[config.mk]
export PLATFORM = sky130hd
export DESIGN_NAME = source_filter_traffic_counter_flat
export DESIGN_NICKNAME = d
export VERILOG_FILES = /design/src/design/sftc_pkg.sv /design/src/design/sftc_if.sv /design/src/design/source_filter_traffic_counter.sv /design/src/flat_wrapper.sv
export SDC_FILE = /design/constraint.sdc
export NUM_CORES = 2
export LEC_CHECK = 0
export BUFFER_PORTS_ARGS = -buffer_cell sky130_fd_sc_hd__clkbuf_2
export CAP_MARGIN = 20
export CORE_UTILIZATION = 30
export CTS_BUF_LIST = sky130_fd_sc_hd__clkbuf_4 sky130_fd_sc_hd__clkbuf_8 sky130_fd_sc_hd__clkbuf_16
export DETAILED_ROUTE_END_ITERATION = 7
export PLACE_DENSITY = 0.45
export SYNTH_ARGS = -nofsm -noshare
export SYNTH_HDL_FRONTEND = slang
export SYNTH_SLANG_ARGS = --single-unit
export TNS_END_PERCENT = 1
[constraint.sdc]
create_clock -name i_clk -period 25.1 [get_ports i_clk]
set_input_delay 2.51 -clock i_clk [delete_from_list [all_inputs] [get_ports i_clk]]
set_output_delay 2.51 -clock i_clk [all_outputs]
set_load 0.05 [all_outputs]
[src/design/sftc_pkg.sv]
// ----------------------------------------------------------------------------
// sftc_pkg
// Request codes, status codes, field widths and the result record shared by
// the source filter and traffic counter and its channel interfaces.
// ----------------------------------------------------------------------------
package sftc_pkg;

    // Field widths of the input and result beats.
    localparam int REQ_W   = 3;
    localparam int ADDR_W  = 48;
    localparam int LEN_W   = 16;
    localparam int STAT_W  = 2;
    localparam int CNT_W   = 32;
    localparam int BYTES_W = 64;

    // Request codes carried in req_type; the remaining codes are ignored.
    typedef enum logic [REQ_W-1:0] {
        REQ_ADD      = 3'd0,
        REQ_REMOVE   = 3'd1,
        REQ_RX_FRAME = 3'd2,
        REQ_TX_FRAME = 3'd3,
        REQ_TICK     = 3'd4
    } t_req_type;

    // Status codes returned with every result beat.
    typedef enum logic [STAT_W-1:0] {
        ST_OK   = 2'd0,
        ST_FAIL = 2'd1,
        ST_NONE = 2'd2
    } t_status;

    // One result beat.
    typedef struct packed {
        t_status              status;
        logic                 frame_accepted;
        logic [CNT_W-1:0]     seq_number;
        logic [CNT_W-1:0]     rep_round;
        logic [CNT_W-1:0]     rep_msgs_sent;
        logic [BYTES_W-1:0]   rep_bytes_sent;
        logic [CNT_W-1:0]     rep_total_msgs_sent;
        logic [BYTES_W-1:0]   rep_total_bytes_sent;
        logic [CNT_W-1:0]     rep_msgs_received;
        logic [BYTES_W-1:0]   rep_bytes_received;
        logic [CNT_W-1:0]     rep_total_msgs_received;
        logic [BYTES_W-1:0]   rep_total_bytes_received;
    } t_result;

endpackage

[src/design/sftc_if.sv]
// ----------------------------------------------------------------------------
// sftc_in_if / sftc_out_if
// Valid/ready channels for request beats into the block and result beats
// out of it.
// ----------------------------------------------------------------------------
interface sftc_in_if import sftc_pkg::*; ();
    logic                valid;
    logic                ready;
    logic [REQ_W-1:0]    req_type;
    logic [ADDR_W-1:0]   address;
    logic [LEN_W-1:0]    byte_count;

    modport source (output valid, output req_type, output address,
                    output byte_count, input ready);
    modport sink   (input valid, input req_type, input address,
                    input byte_count, output ready);
endinterface

interface sftc_out_if import sftc_pkg::*; ();
    logic                valid;
    logic                ready;
    logic [STAT_W-1:0]   status;
    logic                frame_accepted;
    logic [CNT_W-1:0]    seq_number;
    logic [CNT_W-1:0]    rep_round;
    logic [CNT_W-1:0]    rep_msgs_sent;
    logic [BYTES_W-1:0]  rep_bytes_sent;
    logic [CNT_W-1:0]    rep_total_msgs_sent;
    logic [BYTES_W-1:0]  rep_total_bytes_sent;
    logic [CNT_W-1:0]    rep_msgs_received;
    logic [BYTES_W-1:0]  rep_bytes_received;
    logic [CNT_W-1:0]    rep_total_msgs_received;
    logic [BYTES_W-1:0]  rep_total_bytes_received;

    modport source (output valid, output status, output frame_accepted,
                    output seq_number, output rep_round, output rep_msgs_sent,
                    output rep_bytes_sent, output rep_total_msgs_sent,
                    output rep_total_bytes_sent, output rep_msgs_received,
                    output rep_bytes_received, output rep_total_msgs_received,
                    output rep_total_bytes_received, input ready);
    modport sink   (input valid, input status, input frame_accepted,
                    input seq_number, input rep_round, input rep_msgs_sent,
                    input rep_bytes_sent, input rep_total_msgs_sent,
                    input rep_total_bytes_sent, input rep_msgs_received,
                    input rep_bytes_received, input rep_total_msgs_received,
                    input rep_total_bytes_received, output ready);
endinterface

[src/design/source_filter_traffic_counter.sv]
// ----------------------------------------------------------------------------
// source_filter_traffic_counter
// Ignored-source table with frame filtering and sent/received traffic
// counters, reported and rolled over on each tick request.
// ----------------------------------------------------------------------------
// Usage:
// Request beats arrive on i_in (add or remove an ignored address, received
// frame, sent frame, tick). Every request beat yields exactly one result
// beat on o_out, in order. Unused request codes return "not a table
// request" with all other fields zero.
// An accepted request passes through one input register, then the table
// compare and counter update in a single pass into the result register,
// which drives o_out. Throughput is one beat per cycle while the receiver
// takes results; the rate is set by that single pass, in which the whole
// table is compared against the address in parallel.
// Reset clears all valid bits and counters and sets the round to one; the
// stored addresses are left as they are and are only read behind a valid
// bit. No clearing pass is needed, so a beat may be accepted straight
// after reset.
// When the receiver stalls the result is held, the input register still
// takes one more beat, and i_in.ready then drops until o_out moves.
// ----------------------------------------------------------------------------
module source_filter_traffic_counter
    import sftc_pkg::*;
#(
    parameter int TABLE_ENTRIES = 16,
    parameter int ADDR_BYTES    = 6
) (
    input  logic      i_clk,
    input  logic      i_rst_n,
    sftc_in_if.sink   i_in,
    sftc_out_if.source o_out
);

    // Only the low address bytes take part in compares and are stored.
    localparam int KEY_W = (ADDR_BYTES * 8 >= ADDR_W) ? ADDR_W : ADDR_BYTES * 8;
    localparam int IDX_W = (TABLE_ENTRIES > 1) ? $clog2(TABLE_ENTRIES) : 1;

    // Input register.
    logic               r_in_valid;
    logic [REQ_W-1:0]   r_req_type;
    logic [KEY_W-1:0]   r_key;
    logic [LEN_W-1:0]   r_byte_count;

    // Result register.
    logic               r_out_valid;
    t_result            r_res;
    t_result            n_res;

    // Address table and its valid bits.
    logic [KEY_W-1:0]         r_table [TABLE_ENTRIES];
    logic [TABLE_ENTRIES-1:0] r_entry_valid;
    logic [TABLE_ENTRIES-1:0] n_entry_valid;

    // Counters.
    logic [CNT_W-1:0]   r_round,          n_round;
    logic [CNT_W-1:0]   r_seq,            n_seq;
    logic [CNT_W-1:0]   r_iv_msgs_sent,   n_iv_msgs_sent;
    logic [BYTES_W-1:0] r_iv_bytes_sent,  n_iv_bytes_sent;
    logic [CNT_W-1:0]   r_all_msgs_sent,  n_all_msgs_sent;
    logic [BYTES_W-1:0] r_all_bytes_sent, n_all_bytes_sent;
    logic [CNT_W-1:0]   r_iv_msgs_rx,     n_iv_msgs_rx;
    logic [BYTES_W-1:0] r_iv_bytes_rx,    n_iv_bytes_rx;
    logic [CNT_W-1:0]   r_all_msgs_rx,    n_all_msgs_rx;
    logic [BYTES_W-1:0] r_all_bytes_rx,   n_all_bytes_rx;

    logic                     out_free;
    logic                     advance;
    logic [TABLE_ENTRIES-1:0] hit_vec;
    logic                     hit;
    logic                     free_found;
    logic [IDX_W-1:0]         free_idx;
    logic                     tbl_we;
    logic [BYTES_W-1:0]       len_ext;

    // Handshake: the input register moves on whenever the result register
    // is empty or being emptied.
    assign out_free   = !r_out_valid || o_out.ready;
    assign advance    = r_in_valid && out_free;
    assign i_in.ready = !r_in_valid || out_free;

    always_ff @(posedge i_clk) begin
        if (!i_rst_n) begin
            r_in_valid <= 1'b0;
        end else if (i_in.valid && i_in.ready) begin
            r_in_valid <= 1'b1;
        end else if (advance) begin
            r_in_valid <= 1'b0;
        end
    end

    // Input payload register.
    always_ff @(posedge i_clk) begin
        if (i_in.valid && i_in.ready) begin
            r_req_type   <= i_in.req_type;
            r_key        <= i_in.address[KEY_W-1:0];
            r_byte_count <= i_in.byte_count;
        end
    end

    // Parallel compare of the key against every valid entry.
    always_comb begin
        for (int i = 0; i < TABLE_ENTRIES; i++) begin
            hit_vec[i] = r_entry_valid[i] && (r_table[i] == r_key);
        end
        hit = |hit_vec;
    end

    // Lowest free slot.
    always_comb begin
        free_found = 1'b0;
        free_idx   = '0;
        for (int i = TABLE_ENTRIES - 1; i >= 0; i--) begin
            if (!r_entry_valid[i]) begin
                free_found = 1'b1;
                free_idx   = IDX_W'(i);
            end
        end
    end

    assign len_ext = BYTES_W'(r_byte_count);

    // Result and next state for the request in the input register.
    always_comb begin
        n_res            = '0;
        n_res.status     = ST_NONE;
        n_entry_valid    = r_entry_valid;
        tbl_we           = 1'b0;
        n_round          = r_round;
        n_seq            = r_seq;
        n_iv_msgs_sent   = r_iv_msgs_sent;
        n_iv_bytes_sent  = r_iv_bytes_sent;
        n_all_msgs_sent  = r_all_msgs_sent;
        n_all_bytes_sent = r_all_bytes_sent;
        n_iv_msgs_rx     = r_iv_msgs_rx;
        n_iv_bytes_rx    = r_iv_bytes_rx;
        n_all_msgs_rx    = r_all_msgs_rx;
        n_all_bytes_rx   = r_all_bytes_rx;

        unique case (t_req_type'(r_req_type))
            REQ_ADD: begin
                n_res.status = ST_FAIL;
                if (!hit && free_found) begin
                    n_res.status            = ST_OK;
                    n_entry_valid[free_idx] = 1'b1;
                    tbl_we                  = 1'b1;
                end
            end
            REQ_REMOVE: begin
                n_res.status  = hit ? ST_OK : ST_FAIL;
                n_entry_valid = r_entry_valid & ~hit_vec;
            end
            REQ_RX_FRAME: begin
                if (!hit) begin
                    n_res.frame_accepted = 1'b1;
                    n_iv_msgs_rx         = r_iv_msgs_rx + 1'b1;
                    n_all_msgs_rx        = r_all_msgs_rx + 1'b1;
                    n_iv_bytes_rx        = r_iv_bytes_rx + len_ext;
                    n_all_bytes_rx       = r_all_bytes_rx + len_ext;
                end
            end
            REQ_TX_FRAME: begin
                n_res.seq_number = r_seq;
                n_seq            = r_seq + 1'b1;
                n_iv_msgs_sent   = r_iv_msgs_sent + 1'b1;
                n_all_msgs_sent  = r_all_msgs_sent + 1'b1;
                n_iv_bytes_sent  = r_iv_bytes_sent + len_ext;
                n_all_bytes_sent = r_all_bytes_sent + len_ext;
            end
            REQ_TICK: begin
                n_res.rep_round                = r_round;
                n_res.rep_msgs_sent            = r_iv_msgs_sent;
                n_res.rep_bytes_sent           = r_iv_bytes_sent;
                n_res.rep_total_msgs_sent      = r_all_msgs_sent;
                n_res.rep_total_bytes_sent     = r_all_bytes_sent;
                n_res.rep_msgs_received        = r_iv_msgs_rx;
                n_res.rep_bytes_received       = r_iv_bytes_rx;
                n_res.rep_total_msgs_received  = r_all_msgs_rx;
                n_res.rep_total_bytes_received = r_all_bytes_rx;
                n_round                        = r_round + 1'b1;
                n_iv_msgs_sent                 = '0;
                n_iv_bytes_sent                = '0;
                n_iv_msgs_rx                   = '0;
                n_iv_bytes_rx                  = '0;
            end
            default: begin
            end
        endcase
    end

    // State registers, updated as each request leaves the input register.
    always_ff @(posedge i_clk) begin
        if (!i_rst_n) begin
            r_entry_valid    <= '0;
            r_round          <= CNT_W'(1);
            r_seq            <= '0;
            r_iv_msgs_sent   <= '0;
            r_iv_bytes_sent  <= '0;
            r_all_msgs_sent  <= '0;
            r_all_bytes_sent <= '0;
            r_iv_msgs_rx     <= '0;
            r_iv_bytes_rx    <= '0;
            r_all_msgs_rx    <= '0;
            r_all_bytes_rx   <= '0;
        end else if (advance) begin
            r_entry_valid    <= n_entry_valid;
            r_round          <= n_round;
            r_seq            <= n_seq;
            r_iv_msgs_sent   <= n_iv_msgs_sent;
            r_iv_bytes_sent  <= n_iv_bytes_sent;
            r_all_msgs_sent  <= n_all_msgs_sent;
            r_all_bytes_sent <= n_all_bytes_sent;
            r_iv_msgs_rx     <= n_iv_msgs_rx;
            r_iv_bytes_rx    <= n_iv_bytes_rx;
            r_all_msgs_rx    <= n_all_msgs_rx;
            r_all_bytes_rx   <= n_all_bytes_rx;
        end
    end

    // Address table write on a successful add.
    always_ff @(posedge i_clk) begin
        if (advance && tbl_we) begin
            r_table[free_idx] <= r_key;
        end
    end

    // Result register.
    always_ff @(posedge i_clk) begin
        if (!i_rst_n) begin
            r_out_valid <= 1'b0;
        end else if (advance) begin
            r_out_valid <= 1'b1;
        end else if (o_out.ready) begin
            r_out_valid <= 1'b0;
        end
    end

    always_ff @(posedge i_clk) begin
        if (advance) begin
            r_res <= n_res;
        end
    end

    // Result beat onto the output channel.
    assign o_out.valid                    = r_out_valid;
    assign o_out.status                   = r_res.status;
    assign o_out.frame_accepted           = r_res.frame_accepted;
    assign o_out.seq_number               = r_res.seq_number;
    assign o_out.rep_round                = r_res.rep_round;
    assign o_out.rep_msgs_sent            = r_res.rep_msgs_sent;
    assign o_out.rep_bytes_sent           = r_res.rep_bytes_sent;
    assign o_out.rep_total_msgs_sent      = r_res.rep_total_msgs_sent;
    assign o_out.rep_total_bytes_sent     = r_res.rep_total_bytes_sent;
    assign o_out.rep_msgs_received        = r_res.rep_msgs_received;
    assign o_out.rep_bytes_received       = r_res.rep_bytes_received;
    assign o_out.rep_total_msgs_received  = r_res.rep_total_msgs_received;
    assign o_out.rep_total_bytes_received = r_res.rep_total_bytes_received;

    // A successful add fills exactly one more slot.
    a_add_fills_one: assert property (@(posedge i_clk) disable iff (!i_rst_n)
        advance && (t_req_type'(r_req_type) == REQ_ADD) && (n_res.status == ST_OK)
        |=> $countones(r_entry_valid) == $past($countones(r_entry_valid)) + 1)
        else $error("successful add did not fill exactly one slot");

    // A successful remove frees exactly one slot, so entries never repeat.
    a_remove_frees_one: assert property (@(posedge i_clk) disable iff (!i_rst_n)
        advance && (t_req_type'(r_req_type) == REQ_REMOVE) && (n_res.status == ST_OK)
        |=> $countones(r_entry_valid) == $past($countones(r_entry_valid)) - 1)
        else $error("successful remove did not free exactly one slot");

    // A tick leaves every interval counter cleared and advances the round.
    a_tick_clears: assert property (@(posedge i_clk) disable iff (!i_rst_n)
        advance && (t_req_type'(r_req_type) == REQ_TICK)
        |=> (r_iv_msgs_sent == '0) && (r_iv_bytes_sent == '0) &&
            (r_iv_msgs_rx == '0) && (r_iv_bytes_rx == '0) &&
            (r_round == $past(r_round) + 1'b1))
        else $error("tick did not clear the interval counters");

endmodule

[src/flat_wrapper.sv]
// flat-port wrapper written by rule: the top's interface ports become plain ports
module source_filter_traffic_counter_flat import sftc_pkg::*;
#(
    parameter int TABLE_ENTRIES = 16,
    parameter int ADDR_BYTES    = 6
)
  (i_clk, i_rst_n, i_in_valid, i_in_req_type, i_in_address, i_in_byte_count, i_in_ready, o_out_valid, o_out_status, o_out_frame_accepted, o_out_seq_number, o_out_rep_round, o_out_rep_msgs_sent, o_out_rep_bytes_sent, o_out_rep_total_msgs_sent, o_out_rep_total_bytes_sent, o_out_rep_msgs_received, o_out_rep_bytes_received, o_out_rep_total_msgs_received, o_out_rep_total_bytes_received, o_out_ready);
  sftc_in_if i_in_i ();
  sftc_out_if o_out_i ();
  input  logic i_clk;
  input  logic i_rst_n;
  input wire logic [$bits(i_in_i.valid)-1:0] i_in_valid;
  input wire logic [$bits(i_in_i.req_type)-1:0] i_in_req_type;
  input wire logic [$bits(i_in_i.address)-1:0] i_in_address;
  input wire logic [$bits(i_in_i.byte_count)-1:0] i_in_byte_count;
  output wire logic [$bits(i_in_i.ready)-1:0] i_in_ready;
  output wire logic [$bits(o_out_i.valid)-1:0] o_out_valid;
  output wire logic [$bits(o_out_i.status)-1:0] o_out_status;
  output wire logic [$bits(o_out_i.frame_accepted)-1:0] o_out_frame_accepted;
  output wire logic [$bits(o_out_i.seq_number)-1:0] o_out_seq_number;
  output wire logic [$bits(o_out_i.rep_round)-1:0] o_out_rep_round;
  output wire logic [$bits(o_out_i.rep_msgs_sent)-1:0] o_out_rep_msgs_sent;
  output wire logic [$bits(o_out_i.rep_bytes_sent)-1:0] o_out_rep_bytes_sent;
  output wire logic [$bits(o_out_i.rep_total_msgs_sent)-1:0] o_out_rep_total_msgs_sent;
  output wire logic [$bits(o_out_i.rep_total_bytes_sent)-1:0] o_out_rep_total_bytes_sent;
  output wire logic [$bits(o_out_i.rep_msgs_received)-1:0] o_out_rep_msgs_received;
  output wire logic [$bits(o_out_i.rep_bytes_received)-1:0] o_out_rep_bytes_received;
  output wire logic [$bits(o_out_i.rep_total_msgs_received)-1:0] o_out_rep_total_msgs_received;
  output wire logic [$bits(o_out_i.rep_total_bytes_received)-1:0] o_out_rep_total_bytes_received;
  input wire logic [$bits(o_out_i.ready)-1:0] o_out_ready;
  assign i_in_i.valid = i_in_valid;
  assign i_in_i.req_type = i_in_req_type;
  assign i_in_i.address = i_in_address;
  assign i_in_i.byte_count = i_in_byte_count;
  assign i_in_ready = i_in_i.ready;
  assign o_out_valid = o_out_i.valid;
  assign o_out_status = o_out_i.status;
  assign o_out_frame_accepted = o_out_i.frame_accepted;
  assign o_out_seq_number = o_out_i.seq_number;
  assign o_out_rep_round = o_out_i.rep_round;
  assign o_out_rep_msgs_sent = o_out_i.rep_msgs_sent;
  assign o_out_rep_bytes_sent = o_out_i.rep_bytes_sent;
  assign o_out_rep_total_msgs_sent = o_out_i.rep_total_msgs_sent;
  assign o_out_rep_total_bytes_sent = o_out_i.rep_total_bytes_sent;
  assign o_out_rep_msgs_received = o_out_i.rep_msgs_received;
  assign o_out_rep_bytes_received = o_out_i.rep_bytes_received;
  assign o_out_rep_total_msgs_received = o_out_i.rep_total_msgs_received;
  assign o_out_rep_total_bytes_received = o_out_i.rep_total_bytes_received;
  assign o_out_i.ready = o_out_ready;
  source_filter_traffic_counter #(.TABLE_ENTRIES(TABLE_ENTRIES), .ADDR_BYTES(ADDR_BYTES)) u_core (.i_clk(i_clk), .i_rst_n(i_rst_n), .i_in(i_in_i), .o_out(o_out_i));
endmodule
# After elaboration in Yosys (flattened, before gate mapping)
# Memories as Yosys holds them, arrays and structs flattened.
# Index checks and enable logic that the tools add are counted.
totals:
  register_bits: 984
  mem_bits_rw: 768
  in_bits: 71
  output_inout_bits: 453
  elab_cells: 160
  mem_count: 1
memory_table:
  columns: ["memory", "depth", "width", "read_ports", "rd_ports_with_merged_regs", "write_ports", "line_no", "text"]
  rows:
  - ["u_core.r_table", 16, 48, 16, 0, 1, "source_filter_traffic_counter.sv:51", "logic [KEY_W-1:0] r_table [TABLE_ENTRIES];"]
classes:
  add_sub_neg: 10
  order_cmp: 2
  n_eq_ne: 22
  n_mux: 54
  bitwise_logic: 4
  n_reduce_logical: 39
ops:
  columns: ["cell", "count"]
  rows:
  - ["$eq 48x48->1", 16]
  - ["$add 64x16->64", 4]
  - ["$pmux 64 s2", 2]
  - ["$add 32x1->32 const B", 6]
  - ["$pmux 32 s2", 2]
  - ["$mux 4", 16]
  - ["$mux 64", 1]
  - ["$mux 32", 1]
  - ["$pmux 16 s2", 1]
  - ["$mux 1", 28]
  - ["$logic_and 1x1->1", 21]
  - ["$and 16x16->16", 1]
  - ["$mux 16", 1]
  - ["$not 16->16", 1]
  - ["$or 16x16->16", 1]
  - ["$reduce_or 16->1", 1]
  - ["$reduce_bool 2->1", 5]
  - ["$reduce_and 3->1", 3]
  - ["$eq 3x2->1 const B", 2]
  - ["$reduce_and 2->1", 3]
  - ["$lt 4x5->1 const B", 1]
  - ["$demux 1 s4", 1]
  - ["$ge 4x1->1 const B", 1]
  - ["$pmux 2 s2", 1]
  - ["8 further kinds", 11]

# Depth between registers and ports, before layout
depth:
  depth_word: 23
  depth_mapped: 14
  ltp_nobuf: 12

# Worst setup path before layout
# OpenSTA, ideal clock, no wires.
synth_timing:
  kind: "input to register"
  startpoint: "input port o_out_ready"
  endpoint: "register u_core.r_entry_valid[4]"
  setup_time_ns: 0.156
  t_arrival_ns: 24.846
  path_slack_ns: 0.098
  path_stages: 5
  path_buffers: 0
  path_cell_list: "nor2b_1 nor2_1 nand3_1 o21ai_0 o32ai_1"
synth_between:
  elab_chain_len: 3
synth_lines:
  columns: ["element", "line_no", "text"]
  rows:
  - ["from (decl)", "flat_wrapper.sv:30", "input wire logic [$bits(o_out_i.ready)-1:0] o_out_ready;"]
  - ["$logic_or 1x1->1", "source_filter_traffic_counter.sv:78", "assign out_free = !r_out_valid || o_out.ready;"]
  - ["$logic_and 1x1->1", "source_filter_traffic_counter.sv:79", "assign advance = r_in_valid && out_free;"]
  - ["via u_core.advance", "source_filter_traffic_counter.sv:68", "logic advance;"]
  - ["$reduce_and 3->1 (no source line)", null, null]
  - ["to (signal assigned)", "source_filter_traffic_counter.sv:206", "r_entry_valid <= n_entry_valid;"]
  - ["to (decl)", "source_filter_traffic_counter.sv:52", "logic [TABLE_ENTRIES-1:0] r_entry_valid;"]
# The timed path passes the listed nets, and every way through them passes these cells.
# A chain may end at the register's enable or synchronous reset.

# Worst setup path in the final report
layout_timing:
  startpoint: "input port o_out_ready"
  endpoint: "output port i_in_ready"
layout_between:
  elab_chain_len: 2
layout_lines:
  columns: ["element", "line_no", "text"]
  rows:
  - ["$logic_or 1x1->1", "source_filter_traffic_counter.sv:78", null]
  - ["$logic_or 1x1->1", "source_filter_traffic_counter.sv:80", "assign i_in.ready = !r_in_valid || out_free;"]
  - ["to (decl)", "flat_wrapper.sv:16", "output wire logic [$bits(i_in_i.ready)-1:0] i_in_ready;"]
# Every way passes these cells.

==> metrics.md <==
| Metric | Value |
|---|---|
| Outcome | `finished, final reports clean` |
| Iter 0 DRT Violations | `around 4.1k` |
| GPL Wtd Cong | `~0.81` |
| Syn avg cell area | `between 10 and 15 um2` |
| Cell variety after synth | `~80` |
| Tcrit/Tclk final | `0.246` |
| Post-DP HPWL | `roughly 160000 um` |
| Nets | `~6.9k` |
| Clock buffer depth | `3` |
| Clock Latency Late Sink | `860 ps` |
| Max Fclk | `~0.16 GHz` |
| Pwr Density | `around 73 nW/um2` |
| Max-cap violation count | `0` |
| Initial antenna violation count | `15` |
| Number of global-route vias before repair | `approximately 50k` |
| WS Path Type | `input port to primary output` |
| Gr ovfl total | `0` |
| Post-CTS resize count | `0` |
| Post-CTS setup buffer count | `0` |
| Vias | `just over 50k` |
| Register bit total from synthesis | `between 1.5k and 2k` |
| Yosys warning count | `0` |
| Global-route wire length before repair | `351000 um` |
| Worst R2R Path Depth | `11` |
| Filler cell count in the final layout | `24.8k` |
| Hold Path Origin | `u_core.r_key[22]$_DFFE_PP_` |
| Synth top cells by count | `edfxtp_1 (1286), xnor2_1 (843), nand4_1 (497)` |
| Hold EP | `u_core.r_table[5][22]$_DFFE_PP_` |
| Most common cell in the synthesized netlist | `edfxtp_1` |
| TritonCTS Buffers | `196` |
| Io pins | `524` |
| Least-Margin Pin Slew | `around 1100 ps` |
| Final setup margin | `between 15000 and 20000 ps` |
| Placed Instances | `just under 10k` |
| Setup-failing EPs final | `0` |
| Sw Share | `0.240` |
| Post-Syn Area | `about 76000 um2` |
| Maximum number of pins on one net before global-route repair | `~190` |
| Slack of the worst reg-to-reg path | `just under 20000 ps` |
| DRC | `0` |
| Reg area | `around 48000 um2` |
| Worst slack, placed | `18900 ps` |
| Reg2Reg Launch Point | `u_core.r_key[0]$_DFFE_PP_` |
| Internal | `roughly 0.005 W` |
| Slew Limit Fails | `0` |
| Pleak | `between 20 and 30 nW` |
| Post-synthesis cell count | `between 6k and 7k` |
| Synth Flop Type | `edfxtp_1` |
| Maximum vdd drop | `~0.000065 V` |
| H-tree depth | `4` |
| Post-DP Area | `a little over 80000 um2` |
| Slew HR | `0.262` |
| Row cnt | `approximately 180` |
| Unrepaired setup endpoints after global routing | `no` |
| Final Hold Fails | `0` |
| Finished Layout Cells | `a little over 10k` |
| Core Box Area | `approximately 250000 um2` |
| Detail Route Antenna Nets | `0` |
| Clk pwr share | `0.456` |
| Total die area | `between 200000 and 300000 um2` |
| Hold Crit Depth | `0` |
| Synth area leaders | `edfxtp_1 (51%), dfxtp_1 (12%), xnor2_1 (9.7%)` |
| Startpoint Class | `input port` |
| Clk root buf | `clkbuf_16` |
| Logic pwr share | `0.059` |
| Post-synth top area share | `0.505` |
| Sum Neg Setup Slack | `0 ps` |
| Post-CTS Hold Fix Bufs | `0` |
| Routed WL | `244000 um` |
| Max FO, Critical Path | `6` |
| CTS tree | `yes` |
| Clk sinks | `1752` |
| Synth Net Count | `6334` |
| Area Overhead vs Synth | `17.6%` |
| Seq/Total Area, Yosys | `0.627` |
| Clock slew at reported path FFs | `roughly 60 ps` |
| Crit. End Element | `primary output` |
| GRT Overall Usage | `0.185` |
| Share of layout cells above drive strength 1 | `0.152` |
| Multi-input logic area | `approximately 27000 um2` |
| Die span in y | `about 510 um` |
| Hold WC Path Type | `register to register` |
| FF-to-FF End | `u_core.r_table[4][6]$_DFFE_PP_` |
| Crit path DAT | `~3700 ps` |
| IO Port Bufs | `523` |
| Sequential Power Share | `0.484` |
| Clk_skew | `48.2 ps` |
| Die W | `between 500 and 600 um` |
| Initial Util | `0.303` |
| Area leader, netlist | `edfxtp_1` |
| Ys async rst share | `0` |
| Fin crit period | `6170 ps` |
| EDFF count, synth | `approximately 1.3k` |
| Vias per std cell | `5.05` |
| Critical Path RT | `~23000 ps` |
| DRT Pass-1 Iters | `7` |
| Mean routed wirelength per cell | `23.8 um` |
| P_sw | `between 0.0015 and 0.002 W` |
| Final Instance Area | `about 90000 um2` |
-- worst max-delay path by stage --
stage	start	end	slack, ps	cells after the start
floorplan	o_out_ready	u_core.r_entry_valid[4]$_SDFFE_PN0P_	100	5
global placement	o_out_ready	i_in_ready	18890	4
detailed placement	o_out_ready	i_in_ready	18900	4
CTS	o_out_ready	i_in_ready	18900	4
global route	o_out_ready	i_in_ready	18880	4
finish	o_out_ready	i_in_ready	18930	4
-- logic make-up (layout without fill, tap and decap cells) --
kind of cell | Yosys count | in the layout | share of synthesized area
adders and majority gates | 74 | 74 | 0.0125
other | 0 | 5 | 0
AOI/OAI and AO/OA | 644 | 644 | 0.0541
DFF | 1752 | 1752 | 0.627
buffers and inverters | 401 | 1110 | 0.0215
and+or+nand+nor | 2315 | 2315 | 0.168
muxes | 60 | 60 | 0.00788
xor gates and xnor gates | 943 | 943 | 0.108
-- per-stage QoR --
stage	power, W	hold WS [ps]	util
after CTS	0.00661	455	0.356
after detailed placement	0.00361	440	0.329
after global routing	0.00673	486	0.356
after floorplan	0.00348	435	-
after global placement	0.00361	437	0.329
final	0.00652	454	0.356
-- critical path, stage by stage --
cell      delay [ps]
clkbuf_2         120
nor2b_1          460
nand2_1          260
clkbuf_2         300
-- flip-flops by register name, summed over array words and instances (netlist names), 32 cells and up --
name                                   count
u_core.r_seq                              32
u_core.r_iv_bytes_sent                    64
u_core.r_all_bytes_sent                   64
u_core.r_key                              48
u_core.o_out.rep_msgs_received            32
u_core.o_out.rep_total_msgs_sent          32
u_core.o_out.rep_msgs_sent                32
u_core.r_all_msgs_rx                      32
u_core.r_table                           768
u_core.o_out.rep_bytes_sent               64
u_core.r_iv_msgs_sent                     32
u_core.r_round                            32
u_core.o_out.rep_bytes_received           64
u_core.r_iv_msgs_rx                       32
u_core.r_all_msgs_sent                    32
u_core.r_all_bytes_rx                     64
u_core.r_iv_bytes_rx                      64
u_core.o_out.rep_total_msgs_received      32
u_core.o_out.rep_round                    32
u_core.o_out.rep_total_bytes_sent         64
u_core.o_out.seq_number                   32
u_core.o_out.rep_total_bytes_received     64
-- layout by cell type (no fill, tap or decap), types with 13 or more instances in the layout --
cell          n
xor2_1      100
or3_1       102
o21ai_0     113
o31ai_1      90
nor2b_1      13
bufinv_16    17
o41ai_1      20
nor3_1       44
and3_1       82
nor4_1      140
o311ai_0     15
a21o_1       23
clkbuf_16   199
clkbuf_2    522
or4_1        87
nor2_1      311
buf_4       118
inv_1        97
edfxtp_1   1286
o211ai_1     39
nor2_4       16
nand3_1     173
and4_1       16
o21a_1       20
nand4_1     497
clkinv_1     31
nand2b_1     49
nand2_1     312
a211oi_1     15
a21oi_1     216
and2_1      415
mux2i_1      59
clkbuf_4     51
clkinv_2     36
ha_1         70
xnor2_1     843
dfxtp_1     466
-- layer usage --
layer | vias up | global-route usage | share of wire
met5 | - | 0 | 0.00012
met4 | 4 | 0.0453 | 0.021
met3 | 269 | 0.0274 | 0.048
met2 | 1405 | 0.300 | 0.46
met1 | 26000 | 0.260 | 0.47
li1 | 24000 | - | -
-- cell type report --
cell class,count,share of cell area
inverter,98,0.00418
multi-input combinational,4036,0.301
antenna,5,0.000139
clock inverter,106,0.0132
clock buffer,261,0.0614
tap,3348,0.0466
sequential,1752,0.534
timing repair buffer,645,0.0397
-- power by group through the flow --
stage	Clock, W	Sequential [W]	Combinational, W
after floorplan	0	0.00331	0.000174
after global placement	0	0.00322	0.000392
after detailed placement	0	0.00322	0.000392
after CTS	0.00306	0.00315	0.000393
after global routing	0.00316	0.00316	0.000413
final	0.00297	0.00315	0.000388
Power figures use the tool's default switching activity.
